--- config.mk ---
export PLATFORM = sky130hd
export DESIGN_NAME = adaptive_window_speed_estimator_unit
export DESIGN_NICKNAME = d
export VERILOG_FILES = /design/src/awse_pkg.sv /design/src/awse_mul.sv /design/src/awse_div.sv /design/src/adaptive_window_speed_estimator_unit.sv
export SDC_FILE = /design/constraint.sdc
export NUM_CORES = 1
export LEC_CHECK = 0
export ABC_AREA = 1
export ABC_CLOCK_PERIOD_IN_PS = 11930
export BUFFER_PORTS_ARGS = -buffer_cell sky130_fd_sc_hd__clkbuf_2
export CAP_MARGIN = 20
export CELL_PAD_IN_SITES_DETAIL_PLACEMENT = 0
export CELL_PAD_IN_SITES_GLOBAL_PLACEMENT = 1
export CORE_MARGIN = 2
export CORE_UTILIZATION = 29
export DETAILED_ROUTE_END_ITERATION = 10
export GPL_ROUTABILITY_DRIVEN = 1
export GPL_TIMING_DRIVEN = 0
export HOLD_SLACK_MARGIN = 0.12
export PLACE_DENSITY_LB_ADDON = 0.05
export SYNTH_ARGS = -nofsm -noshare
export SYNTH_HDL_FRONTEND = slang
export SYNTH_SLANG_ARGS = --single-unit
--- constraint.sdc ---
create_clock -name aclk -period 11.93 [get_ports aclk]
set_input_delay 0.5965 -clock aclk [delete_from_list [all_inputs] [get_ports aclk]]
set_output_delay 0.5965 -clock aclk [all_outputs]
set_load 0.01 [all_outputs]
--- src/awse_pkg.sv ---
// Shared types and constants for the adaptive window speed estimator.
package awse_pkg;

    localparam int unsigned POS_W_DEF   = 32;
    localparam int unsigned COUNT_W_DEF = 16;
    localparam int unsigned CFG_W       = 16;
    localparam int unsigned RATE_W      = 16;
    localparam int unsigned IN_W        = 32;
    localparam int unsigned SPEED_W     = 32;
    localparam int unsigned CFG_IDX_W   = 2;

    localparam logic [CFG_IDX_W-1:0] REG_MOVE_THRESHOLD = 2'd0;
    localparam logic [CFG_IDX_W-1:0] REG_WINDOW_LIMIT   = 2'd1;
    localparam logic [CFG_IDX_W-1:0] REG_TICK_RATE      = 2'd2;

    localparam logic [CFG_W-1:0] MOVE_THRESHOLD_RST = 16'd81;
    localparam logic [CFG_W-1:0] WINDOW_LIMIT_RST   = 16'd250;
    localparam logic [CFG_W-1:0] TICK_RATE_RST      = 16'd20000;

    localparam logic [SPEED_W-1:0] SPEED_POS_MAX = 32'h7FFF_FFFF;
    localparam logic [SPEED_W-1:0] SPEED_NEG_MAX = 32'h8000_0000;

    typedef enum logic [2:0] {
        ST_IDLE,
        ST_EVAL,
        ST_MUL,
        ST_DIV,
        ST_DONE
    } awse_state_t;

endpackage

--- src/awse_mul.sv ---
// Bit-serial shift-and-add multiplier, one multiplier bit per cycle.
module awse_mul #(
    parameter int unsigned A_WIDTH = awse_pkg::POS_W_DEF,
    parameter int unsigned B_WIDTH = awse_pkg::RATE_W
) (
    input  logic                       aclk,
    input  logic                       aresetn,
    input  logic                       start,
    input  logic [A_WIDTH-1:0]         op_a,
    input  logic [B_WIDTH-1:0]         op_b,
    output logic                       done,
    output logic [A_WIDTH+B_WIDTH-1:0] product
);
    import awse_pkg::*;

    localparam int unsigned P_W   = A_WIDTH + B_WIDTH;
    localparam int unsigned CNT_W = (B_WIDTH > 1) ? $clog2(B_WIDTH) : 1;

    logic [P_W-1:0]     a_reg, a_next;
    logic [B_WIDTH-1:0] b_reg, b_next;
    logic [P_W-1:0]     acc_reg, acc_next;
    logic [CNT_W-1:0]   cnt_reg, cnt_next;
    logic               busy_reg, busy_next;
    logic               done_reg, done_next;
    logic               last_step;

    assign last_step = (cnt_reg == CNT_W'(B_WIDTH - 1));

    always_comb begin
        a_next    = a_reg;
        b_next    = b_reg;
        acc_next  = acc_reg;
        cnt_next  = cnt_reg;
        busy_next = busy_reg;
        done_next = 1'b0;
        if (start) begin
            a_next    = P_W'(op_a);
            b_next    = op_b;
            acc_next  = '0;
            cnt_next  = '0;
            busy_next = 1'b1;
        end else if (busy_reg) begin
            if (b_reg[0]) begin
                acc_next = acc_reg + a_reg;
            end
            a_next   = {a_reg[P_W-2:0], 1'b0};
            b_next   = b_reg >> 1;
            cnt_next = cnt_reg + CNT_W'(1);
            if (last_step) begin
                busy_next = 1'b0;
                done_next = 1'b1;
            end
        end
    end

    always_ff @(posedge aclk) begin
        if (!aresetn) begin
            busy_reg <= 1'b0;
            done_reg <= 1'b0;
        end else begin
            busy_reg <= busy_next;
            done_reg <= done_next;
        end
        a_reg   <= a_next;
        b_reg   <= b_next;
        acc_reg <= acc_next;
        cnt_reg <= cnt_next;
    end

    assign done    = done_reg;
    assign product = acc_reg;

endmodule

--- src/awse_div.sv ---
// Bit-serial restoring divider, one quotient bit per cycle.
module awse_div #(
    parameter int unsigned DVD_WIDTH = awse_pkg::POS_W_DEF + awse_pkg::RATE_W,
    parameter int unsigned DVS_WIDTH = awse_pkg::COUNT_W_DEF
) (
    input  logic                 aclk,
    input  logic                 aresetn,
    input  logic                 start,
    input  logic [DVD_WIDTH-1:0] dividend,
    input  logic [DVS_WIDTH-1:0] divisor,
    output logic                 done,
    output logic [DVD_WIDTH-1:0] quotient
);
    import awse_pkg::*;

    localparam int unsigned CNT_W = $clog2(DVD_WIDTH);

    logic [DVD_WIDTH-1:0] dvd_reg, dvd_next;
    logic [DVS_WIDTH-1:0] dvs_reg, dvs_next;
    logic [DVS_WIDTH-1:0] rem_reg, rem_next;
    logic [CNT_W-1:0]     cnt_reg, cnt_next;
    logic                 busy_reg, busy_next;
    logic                 done_reg, done_next;
    logic [DVS_WIDTH:0]   trial;
    logic [DVS_WIDTH:0]   trial_sub;
    logic                 ge;
    logic                 last_step;

    assign trial     = {rem_reg, dvd_reg[DVD_WIDTH-1]};
    assign ge        = (trial >= {1'b0, dvs_reg});
    assign trial_sub = trial - {1'b0, dvs_reg};
    assign last_step = (cnt_reg == CNT_W'(DVD_WIDTH - 1));

    always_comb begin
        dvd_next  = dvd_reg;
        dvs_next  = dvs_reg;
        rem_next  = rem_reg;
        cnt_next  = cnt_reg;
        busy_next = busy_reg;
        done_next = 1'b0;
        if (start) begin
            dvd_next  = dividend;
            dvs_next  = divisor;
            rem_next  = '0;
            cnt_next  = '0;
            busy_next = 1'b1;
        end else if (busy_reg) begin
            rem_next = ge ? trial_sub[DVS_WIDTH-1:0] : trial[DVS_WIDTH-1:0];
            dvd_next = {dvd_reg[DVD_WIDTH-2:0], ge};
            cnt_next = cnt_reg + CNT_W'(1);
            if (last_step) begin
                busy_next = 1'b0;
                done_next = 1'b1;
            end
        end
    end

    always_ff @(posedge aclk) begin
        if (!aresetn) begin
            busy_reg <= 1'b0;
            done_reg <= 1'b0;
        end else begin
            busy_reg <= busy_next;
            done_reg <= done_next;
        end
        dvd_reg <= dvd_next;
        dvs_reg <= dvs_next;
        rem_reg <= rem_next;
        cnt_reg <= cnt_next;
    end

    assign done     = done_reg;
    assign quotient = dvd_reg;

endmodule

--- src/adaptive_window_speed_estimator_unit.sv ---
// Top level of the adaptive window speed estimator.
// A sample that keeps the window open is registered, evaluated in ST_EVAL and its result
// loaded into the output register once the output is free. A sample that triggers a
// measurement runs through the bit-serial multiplier (ST_MUL), then the divider (ST_DIV).
// One sample is processed at a time; a finished result may wait while the next is taken.
// Synchronous active-low reset restores the register defaults, a zero reference and held speed.
module adaptive_window_speed_estimator_unit #(
    parameter int unsigned POS_WIDTH   = awse_pkg::POS_W_DEF,
    parameter int unsigned COUNT_WIDTH = awse_pkg::COUNT_W_DEF
) (
    input  logic                                aclk,
    input  logic                                aresetn,
    input  logic                                cfg_wr_en,
    input  logic [awse_pkg::CFG_IDX_W-1:0]      cfg_index,
    input  logic [awse_pkg::CFG_W-1:0]          cfg_wdata,
    input  logic                                s_valid,
    output logic                                s_ready,
    input  logic signed [awse_pkg::IN_W-1:0]    s_position,
    output logic                                m_valid,
    input  logic                                m_ready,
    output logic signed [awse_pkg::SPEED_W-1:0] m_speed,
    output logic                                m_refreshed
);
    import awse_pkg::*;

    localparam int unsigned PROD_W = POS_WIDTH + RATE_W;
    localparam int unsigned EXT_W  = (POS_WIDTH > IN_W) ? POS_WIDTH : IN_W;
    localparam int unsigned CMP_W  = (COUNT_WIDTH + 1 > CFG_W) ? COUNT_WIDTH + 1 : CFG_W;

    awse_state_t state_reg, state_next;

    logic [CFG_W-1:0]       thr_reg, win_reg, rate_reg;
    logic [POS_WIDTH-1:0]   pos_reg, diff_reg, ref_reg;
    logic [COUNT_WIDTH-1:0] tick_count_reg;
    logic [COUNT_WIDTH-1:0] div_count_reg;
    logic [SPEED_W-1:0]     held_speed_reg;
    logic                   neg_reg;
    logic                   m_valid_reg;
    logic [SPEED_W-1:0]     m_speed_reg;
    logic                   m_refreshed_reg;

    logic signed [EXT_W-1:0] pos_wide;
    logic [POS_WIDTH-1:0]    pos_ext;
    logic [POS_WIDTH-1:0]    mag;
    logic [COUNT_WIDTH:0]    count_inc;
    logic                    window_hit;
    logic                    fire;
    logic                    out_free;
    logic [SPEED_W-1:0]      sat_speed;

    logic                    take_in;
    logic                    mul_start;
    logic                    div_start;
    logic                    keep_load;
    logic                    meas_load;
    logic                    mul_done;
    logic                    div_done;
    logic [PROD_W-1:0]       product;
    logic [PROD_W-1:0]       quotient;

    assign pos_wide = EXT_W'(s_position);
    assign pos_ext  = pos_wide[POS_WIDTH-1:0];

    assign mag        = diff_reg[POS_WIDTH-1] ? ((~diff_reg) + POS_WIDTH'(1)) : diff_reg;
    assign count_inc  = {1'b0, tick_count_reg} + (COUNT_WIDTH + 1)'(1);
    assign window_hit = CMP_W'(count_inc) > CMP_W'(win_reg);
    assign fire       = (mag > POS_WIDTH'(thr_reg)) || count_inc[COUNT_WIDTH] || window_hit;
    assign out_free   = !m_valid_reg || m_ready;

    always_comb begin
        if (neg_reg) begin
            sat_speed = (quotient > PROD_W'(SPEED_NEG_MAX)) ? SPEED_NEG_MAX
                                                            : SPEED_W'(0) - quotient[SPEED_W-1:0];
        end else begin
            sat_speed = (quotient > PROD_W'(SPEED_POS_MAX)) ? SPEED_POS_MAX
                                                            : quotient[SPEED_W-1:0];
        end
    end

    always_comb begin
        state_next = state_reg;
        unique case (state_reg)
            ST_IDLE: begin
                if (s_valid) begin
                    state_next = ST_EVAL;
                end
            end
            ST_EVAL: begin
                if (fire) begin
                    state_next = ST_MUL;
                end else if (out_free) begin
                    state_next = ST_IDLE;
                end
            end
            ST_MUL: begin
                if (mul_done) begin
                    state_next = ST_DIV;
                end
            end
            ST_DIV: begin
                if (div_done) begin
                    state_next = ST_DONE;
                end
            end
            ST_DONE: begin
                if (out_free) begin
                    state_next = ST_IDLE;
                end
            end
            default: state_next = ST_IDLE;
        endcase
    end

    always_comb begin
        s_ready   = 1'b0;
        take_in   = 1'b0;
        mul_start = 1'b0;
        div_start = 1'b0;
        keep_load = 1'b0;
        meas_load = 1'b0;
        unique case (state_reg)
            ST_IDLE: begin
                s_ready = 1'b1;
                take_in = s_valid;
            end
            ST_EVAL: begin
                mul_start = fire;
                keep_load = !fire && out_free;
            end
            ST_MUL: begin
                div_start = mul_done;
            end
            ST_DIV: begin
            end
            ST_DONE: begin
                meas_load = out_free;
            end
            default: begin
            end
        endcase
    end

    always_ff @(posedge aclk) begin
        if (!aresetn) begin
            state_reg      <= ST_IDLE;
            thr_reg        <= MOVE_THRESHOLD_RST;
            win_reg        <= WINDOW_LIMIT_RST;
            rate_reg       <= TICK_RATE_RST;
            ref_reg        <= '0;
            tick_count_reg <= COUNT_WIDTH'(1);
            held_speed_reg <= '0;
            m_valid_reg    <= 1'b0;
        end else begin
            state_reg <= state_next;
            if (cfg_wr_en) begin
                unique case (cfg_index)
                    REG_MOVE_THRESHOLD: thr_reg  <= cfg_wdata;
                    REG_WINDOW_LIMIT:   win_reg  <= cfg_wdata;
                    REG_TICK_RATE:      rate_reg <= cfg_wdata;
                    default: begin
                    end
                endcase
            end
            if (mul_start) begin
                ref_reg        <= pos_reg;
                tick_count_reg <= COUNT_WIDTH'(1);
            end else if (keep_load) begin
                tick_count_reg <= count_inc[COUNT_WIDTH-1:0];
            end
            if (meas_load) begin
                held_speed_reg <= sat_speed;
            end
            if (keep_load || meas_load) begin
                m_valid_reg <= 1'b1;
            end else if (m_ready) begin
                m_valid_reg <= 1'b0;
            end
        end
        if (take_in) begin
            pos_reg  <= pos_ext;
            diff_reg <= pos_ext - ref_reg;
        end
        if (mul_start) begin
            neg_reg       <= diff_reg[POS_WIDTH-1];
            div_count_reg <= tick_count_reg;
        end
        if (keep_load) begin
            m_speed_reg     <= held_speed_reg;
            m_refreshed_reg <= 1'b0;
        end else if (meas_load) begin
            m_speed_reg     <= sat_speed;
            m_refreshed_reg <= 1'b1;
        end
    end

    awse_mul #(
        .A_WIDTH (POS_WIDTH),
        .B_WIDTH (RATE_W)
    ) u_mul (
        .aclk    (aclk),
        .aresetn (aresetn),
        .start   (mul_start),
        .op_a    (mag),
        .op_b    (rate_reg),
        .done    (mul_done),
        .product (product)
    );

    awse_div #(
        .DVD_WIDTH (PROD_W),
        .DVS_WIDTH (COUNT_WIDTH)
    ) u_div (
        .aclk     (aclk),
        .aresetn  (aresetn),
        .start    (div_start),
        .dividend (product),
        .divisor  (div_count_reg),
        .done     (div_done),
        .quotient (quotient)
    );

    assign m_valid     = m_valid_reg;
    assign m_speed     = m_speed_reg;
    assign m_refreshed = m_refreshed_reg;

`ifndef SYNTHESIS
    a_count_nonzero: assert property (@(posedge aclk) disable iff (!aresetn)
        tick_count_reg != '0)
        else $error("tick count reached zero");

    a_fire_restarts_window: assert property (@(posedge aclk) disable iff (!aresetn)
        mul_start |=> (tick_count_reg == COUNT_WIDTH'(1)) && (state_reg == ST_MUL))
        else $error("measurement did not restart the window");

    a_mul_done_in_mul: assert property (@(posedge aclk) disable iff (!aresetn)
        mul_done |-> state_reg == ST_MUL)
        else $error("multiplier finished outside its state");

    a_div_done_in_div: assert property (@(posedge aclk) disable iff (!aresetn)
        div_done |-> state_reg == ST_DIV)
        else $error("divider finished outside its state");

    a_meas_sets_held: assert property (@(posedge aclk) disable iff (!aresetn)
        meas_load |=> m_refreshed_reg && (m_speed_reg == held_speed_reg))
        else $error("measured speed not held");
`endif

endmodule

## Word-level counts from Yosys, hierarchy flattened

Cells that the tools add are included.

| storage, ports and cells | value |
|---|---|
| RAM bits | 0 |
| bits in latches | 0 |
| bits in registers | 452 |
| bits of input ports | 55 |
| memories kept | 0 |
| bits in read-only memories | 0 |

| cells by class | value |
|---|---|
| multipliers | 0 |
| shift-type cells | 0 |
| multiplexer cells | 35 |
| order comparisons | 5 |
| equal/unequal tests | 11 |
| add/sub/neg operators | 8 |
| div/mod/pow operators | 0 |
| reduce and logical (&&, ||, !) cells | 21 |
| bitwise logic cells | 4 |

Operators with widths:

| cell | number |
|---|---|
| $mux W32 | 8 |
| $mux W48 | 2 |
| $add A48 B48 Y48 | 1 |
| $gt A48 B31 Y1 const B | 1 |
| $gt A48 B32 Y1 const B | 1 |
| $mux W16 | 3 |
| $add A32 B1 Y32 const B | 1 |
| $gt A32 B16 Y1 | 1 |
| $not A32 Y32 | 1 |
| $sub A1 B32 Y32 const A | 1 |
| $sub A32 B32 Y32 | 1 |
| $add A16 B1 Y17 const B | 1 |
| $ge A17 B16 Y1 | 1 |
| $gt A17 B16 Y1 | 1 |
| $mux W1 | 16 |
| $sub A16 B16 Y16 | 1 |
| $mux W3 | 5 |
| $pmux W3 S5 | 1 |
| $reduce_and A2 Y1 | 4 |
| $reduce_bool A2 Y1 | 4 |
| $add A6 B1 Y6 const B | 1 |
| $eq A3 B2 Y1 const B | 2 |
| $eq A6 B6 Y1 const B | 1 |
| $reduce_or A3 Y1 | 2 |
| other kinds (16) | 23 |

## Depth between registers and ports, before layout

Gate-level depths: netlist (run 1).

| depth | value |
|---|---|
| depth in word-level cells | 11 |
| depth in mapped cells | 25 |

## Cells and area by module

Synthesis (run 1) repeated with hierarchy kept, for this count alone.

| unflattened totals | value |
|---|---|
| cells, all modules | 3,744 |
| area total of the unflattened synthesis | 27,187.3 um^2 |

Modules (own cells, without submodules):

| module | sequential area each (um^2) | cells an instance | area an instance (um^2) | times used |
|---|---|---|---|---|
| adaptive_window_speed_estimator_unit | 6,055.8 | 1,743 | 13,713.2 | 1 |
| awse_mul | 2,842.7 | 1,414 | 8,793.4 | 1 |
| awse_div | 2,402.3 | 587 | 4,680.7 | 1 |

## Worst setup path after synthesis (run 1)

Ideal clock, no wire load.

| timing | value |
|---|---|
| kind | flip-flop to flip-flop |
| start point | reg diff_reg[0] |
| end point | reg u_mul.a_reg[0] (enable) |
| data arrival time | 3,931 ps |
| cell stages (with the launch flop) | 22 |
| period minus slack after synthesis | 4,339 ps |
| slack | 7,591 ps |
| path through | edfxtp_1 -> inv_1 -> ha_1 -> nand3_2 -> nor2_1 -> inv_1 -> o21ai_0 -> o21ai_0 -> xor2_1 -> ha_1 -> nand3_1 -> a21oi_1 -> nor2_1 -> nand2_1 -> o21ai_0 -> nand3_1 -> nor2_1 -> nand2_1 -> nor2_8 -> nor2_4 -> buf_6 -> or2_1 |

| between the ends | value |
|---|---|
| cells in the longest elaborated chain, start to end | 8 |

RTL lines:

| item | line | text |
|---|---|---|
| start, declared | adaptive_window_speed_estimator_unit.sv:33 | `logic [POS_WIDTH-1:0] pos_reg, diff_reg, ref_reg;` |
| start signal, assigned | adaptive_window_speed_estimator_unit.sv:181 | `diff_reg <= pos_ext - ref_reg;` |
| $not A32 Y32 | adaptive_window_speed_estimator_unit.sv:64 | `assign mag = diff_reg[POS_WIDTH-1] ? ((~diff_reg) + POS_WIDTH'(1)) : diff_reg;` |
| $add A32 B1 Y32 | adaptive_window_speed_estimator_unit.sv:64 |  |
| $mux W32 (*) | adaptive_window_speed_estimator_unit.sv:64 |  |
| $gt A32 B16 Y1 (*) | adaptive_window_speed_estimator_unit.sv:67 | `assign fire = (mag > POS_WIDTH'(thr_reg)) \|\| count_inc[COUNT_WIDTH] \|\| window_hit;` |
| $logic_or A1 B1 Y1 (*) (2 in a row) | adaptive_window_speed_estimator_unit.sv:67 |  |
| $mux W1 (*) | adaptive_window_speed_estimator_unit.sv:121 | `unique case (state_reg)` |
| $reduce_bool A2 Y1 (no source line) (*) | - |  |
| end signal, assigned | awse_mul.sv:64 | `a_reg <= a_next;` |
| end, declared | awse_mul.sv:19 | `logic [P_W-1:0] a_reg, a_next;` |

Mark *: on every way between the ends. The rest lies on a longest branch, timed or not.
A chain may end at the register's enable or synchronous reset.

## Final worst setup path (run 1)

| timing | value |
|---|---|
| start point | reg diff_reg[31] |
| end point | reg u_mul.a_reg[4] (enable) |

The elaborated chain is that of the path after synthesis.

==> run summary, run 1 <==
Period utilization: 45.76%
Sw power: 2815 uW
Placement Setup Slack: 6.389 ns
Num Clock Sinks: 452
Post-DP HPWL: 68,230 um
Sequential Power Share: 35.4%
Drt via density: 4.696
Die ar.: 88,600 sq um
Core Region: 85,280 sq um
Detail Route Antenna Nets: 0
Yosys reg bits: 452
Slowest cell on crit path: edfxtp_1
Delay of the slowest critical-path stage: 0.57 ns
Post-Syn Area: 25,010 sq um
Final hold violation count: 0
Clk slew on worst S/H paths: 0.06 ns
Die width: 297.7 um
Synth-to-Final Area Change: 15.95%
RSZ-0062 raised after global routing: no
Post-Syn Area per Cell: 7.931 sq um
Die H: 297.7 um
Gr usage total: 18.99%
Starting Density: 29.32%
Min-delay worst type: in2reg
Crit path max fanout: 32
Cell Pwr Density: 234.1 nW/um^2
Worst-Margin Slew: 0.8839 ns
FP Rows: 107
TritonRoute pass-1 iters: 5
Synth Instances: 3,153
Root buffer cell: clkbuf_16
Clk pwr share: 25.9%
Fin Setup TNS: 0 ns
WL/cell: 18.88 um
Fin crit period: 5.460 ns
Final Setup Violations: 0
# IOs: 90
Final worst slack: 6.470 ns
I/O Buffers: 89
Gp weighted congestion: 0.8607
Post-synth EDFFs: 225
Synth Flop Type: dfxtp_1
H-Tree Depth: 2
Largest net degree at the start of global routing: 42
Internal power: 3972 uW
Max-cap violations: 0
Arr. time, crit path: 5.82 ns
Initial antenna violation count: 3
Global route overflow: 0
Worst-Skew Late Latency: 0.64 ns
CP required: 12.29 ns
Nets: 3,498
VDD IR-drop max: 0.1463 mV
Worst setup SP type: flip-flop
Yosys cell types: 52
Pins Over Slew Limit: 0
Power Total: 6787 uW
Sw frac: 41.47%
Via count: 21.15k
Fmax: 183.2 MHz
Number of global-route vias before repair: 21.19k
Residual DRC: 0
Slew Limit Headroom: 41.07%
First-pass GRT wire length: 129,600 um
Sequential-to-total area share from yosys stat: 45.19%
Share of layout cells above drive strength 1: 7.685%
CP Cell Sequence: buf_1 > clkbuf_1 > nand2_1 > xor2_1 > ha_1 > a21oi_1 > nor2_1 > nor2_1 > nand3_1 > nand2_1 > nand2_1 > o21ai_0 > nand3_1 > nor2_1 > nand2_1 > nor2_8 > nor2_4 > buf_6 > or2_2 > buf_12
Post-Route Skew: 0.02590 ns
Worst setup EP type: flip-flop
Final WL: 85,050 um
Synth warn: 0
Util after Layout: 34.00%
Worst path most repeated cell: nand2_1
CP Class: reg2reg
Comb power frac: 38.8%
Max clock buf depth: 3
P_leak: 0.01219 uW
Cts bufs inserted: 56
CTS tree: yes
DRT iter0 DRCs: 1,043
Fraction of registers with async set/reset: 0%
Synth Net Count: 3,342
Outcome: finished clean
==> cell usage in the layout, fill, tap and decap left out, types with 14 or more instances in the layout <==
cell type,instances
a21oi_1,272
a31oi_1,27
buf_2,19
clkbuf_1,75
clkbuf_16,59
clkbuf_2,89
dfxtp_1,227
edfxtp_1,225
ha_1,131
inv_1,392
mux2i_1,15
nand2_1,673
nand3_1,113
nand4_1,23
nor2_1,304
nor3_1,42
o211ai_1,14
o21ai_0,312
o21ai_1,36
o21bai_1,14
or2_2,20
xnor2_1,27
xor2_1,79
==> cells in the mapped netlist, drive strengths merged (23+ instances only) <==
| library cell | number | area [sq um] |
|---|---|---|
| a21oi | 272 | 1361 |
| a31oi | 27 | 168.9 |
| buf | 34 | 222.7 |
| clkbuf | 64 | 240.2 |
| dfxtp | 227 | 4544 |
| edfxtp | 225 | 6756 |
| ha | 131 | 1639 |
| inv | 395 | 1483 |
| nand2 | 676 | 2550 |
| nand3 | 116 | 595.6 |
| nand4 | 23 | 143.9 |
| nor2 | 314 | 1230 |
| nor3 | 42 | 210.2 |
| o21ai | 348 | 1742 |
| xnor2 | 27 | 236.5 |
| xor2 | 79 | 691.9 |
==> final cells by class <==
cell class,count,area [sq um]
clock inverter,29,294.0
fill,9139,56290
sequential,452,11300
antenna,3,7.507
timing repair buffer,98,633.1
tap,1144,1431
clock buffer,77,1614
inverter,399,1498
buffer,98,462.9
multi-input combinational,2204,11750
==> critical path, delay by kind of cell, from the launching register on <==
kind	cells	cell delay [ns]
flip-flops	1	0.57
adder cells (fa/ha/maj)	1	0.37
AND/OR/NAND/NOR	12	2.06
AO/OA/AOI/OAI	2	0.26
XOR/XNOR	1	0.52
buffers and inverters	4	1.35
==> repair_timing <==
action,CTS,global route
setup buffers,0,0
gates resized for setup,0,0
hold buffers,1,0
endpoints found under the hold margin,1,0
setup endpoints to repair,0,0
==> routing by layer <==
layer | GRT usage (%) | share of wire [%] | vias to the layer above | wire, um
met5 | 0 | 0 | - | 0
met4 | 5.063 | 2.5 | 0 | 2155
met3 | 1.860 | 2.6 | 103 | 2218
met2 | 33.72 | 49 | 288 | 41780
met1 | 24.50 | 46 | 9861 | 38890
li1 | - | - | 10900 | -
==> final timing paths <==
kind / from / to / slack [ns] / depth (start not counted)
setup / recovery: diff_reg[31]$_DFFE_PP_ / u_mul.a_reg[4]$_DFFE_PP_ / 6.47 / 20
hold reg to reg: div_count_reg[10]$_DFFE_PN_ / u_div.dvs_reg[10]$_DFFE_PP_ / 0.42 / 0
setup reg to reg: diff_reg[31]$_DFFE_PP_ / u_mul.a_reg[4]$_DFFE_PP_ / 6.47 / 20
hold / removal: s_position[19] / pos_reg[19]$_DFFE_PP_ / 0.17 / 1
==> through the flow <==
| stage | instance area [sq um] | std cells | hold WS, ns |
|---|---|---|---|
| 2_1_floorplan | 25010 | 3153 | 0.4003 |
| 3_3_place_gp | 26880 | 4386 | 0.4029 |
| 3_5_place_dp | 27070 | 4394 | 0.4045 |
| 4_1_cts | 28990 | 4501 | 0.1235 |
| 5_1_grt | 28990 | 4501 | 0.1546 |
| 6_report | 29000 | 4504 | 0.1719 |
==> power groups by stage <==
stage          Sequential (uW)  Clock, uW  Combinational (uW)
6_report                  2400       1760                2630
3_3_place_gp              2460          0                2610
4_1_cts                   2410       1820                2680
3_5_place_dp              2440          0                2670
2_1_floorplan             2280          0                1790
5_1_grt                   2430       1870                3000
==> cells by family (layout without fill, tap and decap cells) <==
family,Yosys count,after routing,share of synthesized area (%)
compound gates,732,732,15.76
xor+xnor,106,106,3.712
fa+ha+maj,134,134,6.794
buf+inv,497,701,7.840
flops,452,452,45.19
mux,15,15,0.6004
other cells,0,3,0
simple gates,1217,1217,20.11
No activity file was read; power rests on OpenSTA's default activity.
==> run 2: changes to the inputs <==
ABC_CLOCK_PERIOD_IN_PS = 4440   (was 11930)
clock period = 4.44 ns   (was 11.93 ns; I/O delays follow)
==> run 2 against run 1 <==
Die area is the same. Routed wire length rose by 1.1%. Clock power rose to 2.7 times the previous value. Total power rose to 2.7 times the previous value. Setup slack got worse by 6.3 ns. Clock skew down 0.00052 ns. Non-clock buffer count up 62. Sequential share of layout area shrank 1.0 points. Utilization is 0.90 points higher. Maximum frequency up 29%. Combinational power grew to 2.8 times the previous value. Via count is 1.4% higher. Critical path type unchanged. Critical endpoint unchanged. Largest cell class unchanged.
==> run summary, run 2 (same netlist as run 1, synthesis figures left out) <==
Outcome: finished clean
Worst setup SP type: flip-flop
Via count: 21.45k
Slew Limit Headroom: 39.99%
Post-DP HPWL: 68,230 um
CP required: 4.80 ns
Fin crit period: 4.235 ns
Final hold violation count: 0
H-Tree Depth: 2
Gr usage total: 19.19%
Final Setup Violations: 0
DRT iter0 DRCs: 1,108
Worst setup EP type: flip-flop
First-pass GRT wire length: 131,000 um
Cts bufs inserted: 56
Placed cell area: 27,070 sq um
Drt via density: 4.699
CTS tree: yes
Fmax: 236.1 MHz
Detail Route Antenna Nets: 0
Nets: 3,560
WL/cell: 18.84 um
Arr. time, crit path: 4.59 ns
Fillers: 9,086
Share of layout cells above drive strength 1: 8.482%
Core Region: 85,280 sq um
Worst-Skew Late Latency: 0.63 ns
Die H: 297.7 um
Post-Route Skew: 0.02538 ns
Period utilization: 95.37%
Residual DRC: 0
FP Rows: 107
Worst-Margin Slew: 0.9001 ns
CP Class: reg2reg
CP Cell Sequence: clkinvlp_4 > buf_4 > buf_4 > nor2_1 > xor2_2 > ha_1 > nand2_1 > nor2_1 > nor2_1 > nand3_1 > nand2_1 > nand2_1 > o21ai_0 > nand3_1 > nor2_4 > nand2_2 > nor2_8 > nor2_4 > buf_6 > or2_4 > buf_12
Min-delay worst type: in2reg
Crit path max fanout: 32
Root buffer cell: clkbuf_16
Die width: 297.7 um
# IOs: 90
Final WL: 85,970 um
Final instance area: 29,760 sq um
Clk slew on worst S/H paths: 0.06 ns
Num Clock Sinks: 452
Synth-to-Final Area Change: 19.00%
VDD IR-drop max: 0.3953 mV
Slowest cell on crit path: edfxtp_1
TritonRoute pass-1 iters: 5
Max-cap violations: 0
Commonest non-fill, non-tap cell in the layout: nand2_1
P_leak: 0.01250 uW
Die ar.: 88,600 sq um
RSZ-0062 raised after global routing: no
Gp weighted congestion: 0.8607
Max clock buf depth: 3
Commonest non-fill, non-tap cells in the layout: nand2_1, inv_1, o21ai_0, nor2_1, a21oi_1
Delay of the slowest critical-path stage: 0.61 ns
Starting Density: 29.32%
Global route overflow: 0
Util after Layout: 34.89%
Number of global-route vias before repair: 21.50k
Largest net degree at the start of global routing: 42
I/O Buffers: 89
Cell Pwr Density: 622.3 nW/um^2
Initial antenna violation count: 2
Pins Over Slew Limit: 0
## run 2: cell count changes in the layout (fill, tap and decap cells not counted), moves of 3 or more
cell,previous run,this run
clkbuf_4,0,3
xor2_2,0,8
buf_2,19,16
o21ai_0,312,309
clkbuf_1,75,72
buf_4,6,14
xor2_1,79,71
dlygate4sd3_1,1,54
## run 2: metrics by stage
stage | hold WS (ns) | worst slack, ns | cells | total power, uW | TNS, ns
2_1_floorplan | 0.3209 | 0.1006 | 3153 | 10930 | 0
3_3_place_gp | 0.4029 | -2.042 | 4386 | 13620 | -329.34
3_5_place_dp | 0.4045 | -1.101 | 4394 | 13730 | -180.46
4_1_cts | 0.1441 | 0.06326 | 4556 | 18730 | 0
5_1_grt | 0.1843 | 0.001122 | 4563 | 19900 | 0
6_report | 0.1774 | 0.2054 | 4564 | 18520 | 0
## run 2: path summary, 6_finish.rpt
path	slack (ns)	to	cells after the start	startpoint
worst max-delay path	0.21	u_mul.a_reg[4]$_DFFE_PP_	21	diff_reg[31]$_DFFE_PP_
worst max register to register	0.21	u_mul.a_reg[4]$_DFFE_PP_	21	diff_reg[31]$_DFFE_PP_
worst min register to register	0.42	u_div.dvs_reg[8]$_DFFE_PP_	0	div_count_reg[8]$_DFFE_PN_
worst min-delay path	0.18	tick_count_reg[10]$_SDFFE_PP0P_	3	aresetn
## run 2: per-layer routing
layer  up-vias  wire (um)  track usage, %
met5         -          0               0
met4         0       2309           5.327
met3       120       2215           1.852
met2       310      41960           34.01
met1     10020      39480           24.74
li1      11000          -               -
## run 2: repair_timing
action                                  in CTS  in global routing
pin swaps                                    3                  3
resized for setup                           21                 14
endpoints found under the setup margin     299                222
endpoints found under the hold margin       92                  0
buffers inserted                             4                  7
hold buffers                                54                  0
## run 2: where the power goes
part           switching, uW  leakage, uW  internal, uW
Clock                   1940     0.000934          2780
Combinational           4910      0.00762          2430
Sequential               823      0.00395          5640
## run 2: final cells by class
class	instances	area (sq um)	area share, %
diodes	1	2.502	0.008409
plain buffers	96	471.7	1.585
clock buffers	77	1614	5.424
clock inverters	29	294.0	0.9881
inverters	399	1505	5.058
multi-input cells	2204	11860	39.86
flip-flops and latches	452	11300	37.98
well taps	1144	1431	4.810
repair buffers	162	1275	4.284
## run 2: critical path: cells and delay by family (launching register included)
kind | cells | cell delay (ns)
AO/OA/AOI/OAI | 1 | 0.09
flip-flops | 1 | 0.61
XOR/XNOR | 1 | 0.40
buffers and inverters | 5 | 0.86
adder cells (fa/ha/maj) | 1 | 0.34
AND/OR/NAND/NOR | 13 | 1.62
==> run 3: changes to the inputs <==
ABC_CLOCK_PERIOD_IN_PS = 3850   (was 4440)
CORE_UTILIZATION = 43   (was 29)
clock period = 3.85 ns   (was 4.44 ns; I/O delays follow)
==> run 3 against run 2 <==
Total power grew 15%. Clock skew shrank 0.0083 ns. Critical path type unchanged. Non-clock buffer count grew 12. Sequential cell count is the same. Combinational power grew 19%. Count of clock-buffer cells in the layout shrank 7. Die area shrank 32%. Routed wire length shrank 9.3%. Utilization grew 17 points. Global-route usage grew 6.7 points.
==> run summary, run 3 (same netlist as run 1, synthesis figures left out) <==
Outcome: finished clean
Cts bufs inserted: 52
CP Cell Sequence: inv_4 > buf_4 > nand3_4 > nor2_4 > a31oi_1 > xor2_2 > ha_4 > a21oi_1 > o21ai_0 > nor2_1 > nand2_1 > o21ai_1 > nand3_1 > nor2_2 > nand2_4 > o21bai_4 > buf_12 > buf_6 > o21ai_0
Drt via density: 5.169
Slowest cell on crit path: edfxtp_1
Gp weighted congestion: 0.9616
Worst Path Buf+Inv: 4
Post-DP HPWL: 60,050 um
Met2 Wirelength: 38,810 um
Global route overflow: 0
Die width: 245.2 um
Arr. time, crit path: 4.05 ns
Crit path max fanout: 10
Final Setup Violations: 0
Num Clock Sinks: 452
I/O Buffers: 89
TritonRoute pass-1 iters: 5
Min-delay worst type: in2reg
Share of layout cells above drive strength 1: 9.735%
Initial antenna violation count: 2
Root buffer cell: clkbuf_16
P_leak: 0.01262 uW
Via count: 21.70k
Clk slew on worst S/H paths: 0.06 ns
Nets: 3,576
Largest net degree at the start of global routing: 41
Final worst slack: 0.1280 ns
Synth-to-Final Area Change: 18.56%
Highest Signal Layer: met4
M1 wire length: 33,480 um
# IOs: 90
Worst-Skew Late Latency: 0.60 ns
Period utilization: 96.68%
Worst setup EP type: flip-flop
Util after Layout: 51.49%
Max clock buf depth: 3
H-Tree Depth: 2
Die ar.: 60,100 sq um
Number of global-route vias before repair: 21.53k
Cell Pwr Density: 721.0 nW/um^2
Commonest non-fill, non-tap cells in the layout: nand2_1, inv_1, o21ai_0, nor2_1, a21oi_1
Placement Setup Slack: -1.491 ns
Gr usage total: 25.91%
CTS tree: yes
Placed Instances: 4,011
CP required: 4.18 ns
Final WL: 77,990 um
Worst-Margin Slew: 0.9688 ns
Fmax: 268.7 MHz
Max-cap violations: 0
Kind of cell adding the most delay to the critical path: compound AO/OA/AOI/OAI gates
Fin crit period: 3.722 ns
WL/cell: 18.58 um
Core Region: 57,590 sq um
Worst path most repeated cell: o21ai_0
FP Rows: 88
DRT iter0 DRCs: 1,146
Final hold violation count: 0
Worst setup SP type: flip-flop
Die H: 245.2 um
Fin Hold WS: 0.1852 ns
Slew Limit Headroom: 35.41%
Commonest non-fill, non-tap cell in the layout: nand2_1
Delay of the slowest critical-path stage: 0.41 ns
VDD IR-drop max: 0.6217 mV
Non-filler cells, final: 4,197
Starting Density: 43.43%
CP Class: reg2reg
Residual DRC: 0
Detail Route Antenna Nets: 0
Pins Over Slew Limit: 0
Met3 WL: 2855 um
Post-Route Skew: 0.01710 ns
First-pass GRT wire length: 120,100 um
-- run 3: cell types whose count changed in the layout (fill, tap and decap cells not counted), sizes merged --
cell         change
bufinv           +4
dlygate4sd3      +3
clkbuf          -11
inv              +3
buf             +13
clkinv           -9
or2              +6
nand2            +2
clkinvlp         +1
-- run 3: area by class of cell --
| cell class | instances | area (sq um) |
|---|---|---|
| antenna | 1 | 2.502 |
| buffer | 95 | 533.0 |
| clock buffer | 70 | 1481 |
| clock inverter | 28 | 375.4 |
| fill | 5594 | 27940 |
| inverter | 399 | 1504 |
| multi-input combinational | 2212 | 12170 |
| sequential | 452 | 11310 |
| tap | 765 | 957.2 |
| timing repair buffer | 175 | 1319 |
-- run 3: per-layer routing --
metal  up-vias  GRT usage [%]
met4         0          10.28
met1     10070          31.99
li1      11040              -
met5         -              0
met2       453          46.13
met3       135          2.755
-- run 3: path summary, 6_finish.rpt --
check                               from                          end  slack (ns)  cells past startpoint
max                diff_reg[0]$_DFFE_PP_    u_mul.b_reg[12]$_DFFE_PP_        0.13                     19
min                            cfg_wr_en     win_reg[11]$_SDFFE_PN0P_        0.19                      6
max reg2reg        diff_reg[0]$_DFFE_PP_    u_mul.b_reg[12]$_DFFE_PP_        0.13                     19
min reg2reg  div_count_reg[12]$_DFFE_PN_  u_div.dvs_reg[12]$_DFFE_PP_        0.41                      0
-- run 3: power breakdown --
part | internal (uW) | total [uW] | switching, uW
clock network | 3250 | 5330 | 2080
logic | 2960 | 8730 | 5770
registers | 6500 | 7320 | 814
-- run 3: stage by stage --
stage	instance area [sq um]	TNS, ns	power, uW
after floorplan	25020	0	12590
after global placement	26420	-318.84	15270
after detailed placement	26490	-310.02	15420
after CTS	29320	0	21240
after global routing	29650	-0.4218	22780
final	29650	0	21380
-- run 3: repair_timing --
action                                  in CTS  in global routing
resized for setup                           61                 44
endpoints found under the setup margin     299                297
pin swaps                                    6                 16
buffers inserted                             9                 14
cloned                                       8                  0
hold endpoints to repair                   105                  0
hold buffers                                57                  0
-- run 3: worst register-to-register path, stage by stage (launching register included) --
cell	delay [ns]
edfxtp_1	0.41
inv_4	0.09
buf_4	0.18
nand3_4	0.12
nor2_4	0.18
a31oi_1	0.14
xor2_2	0.37
ha_4	0.28
a21oi_1	0.13
o21ai_0	0.10
nor2_1	0.12
nand2_1	0.07
o21ai_1	0.11
nand3_1	0.12
nor2_2	0.17
nand2_4	0.10
o21bai_4	0.27
buf_12	0.22
buf_6	0.18
o21ai_0	0.13
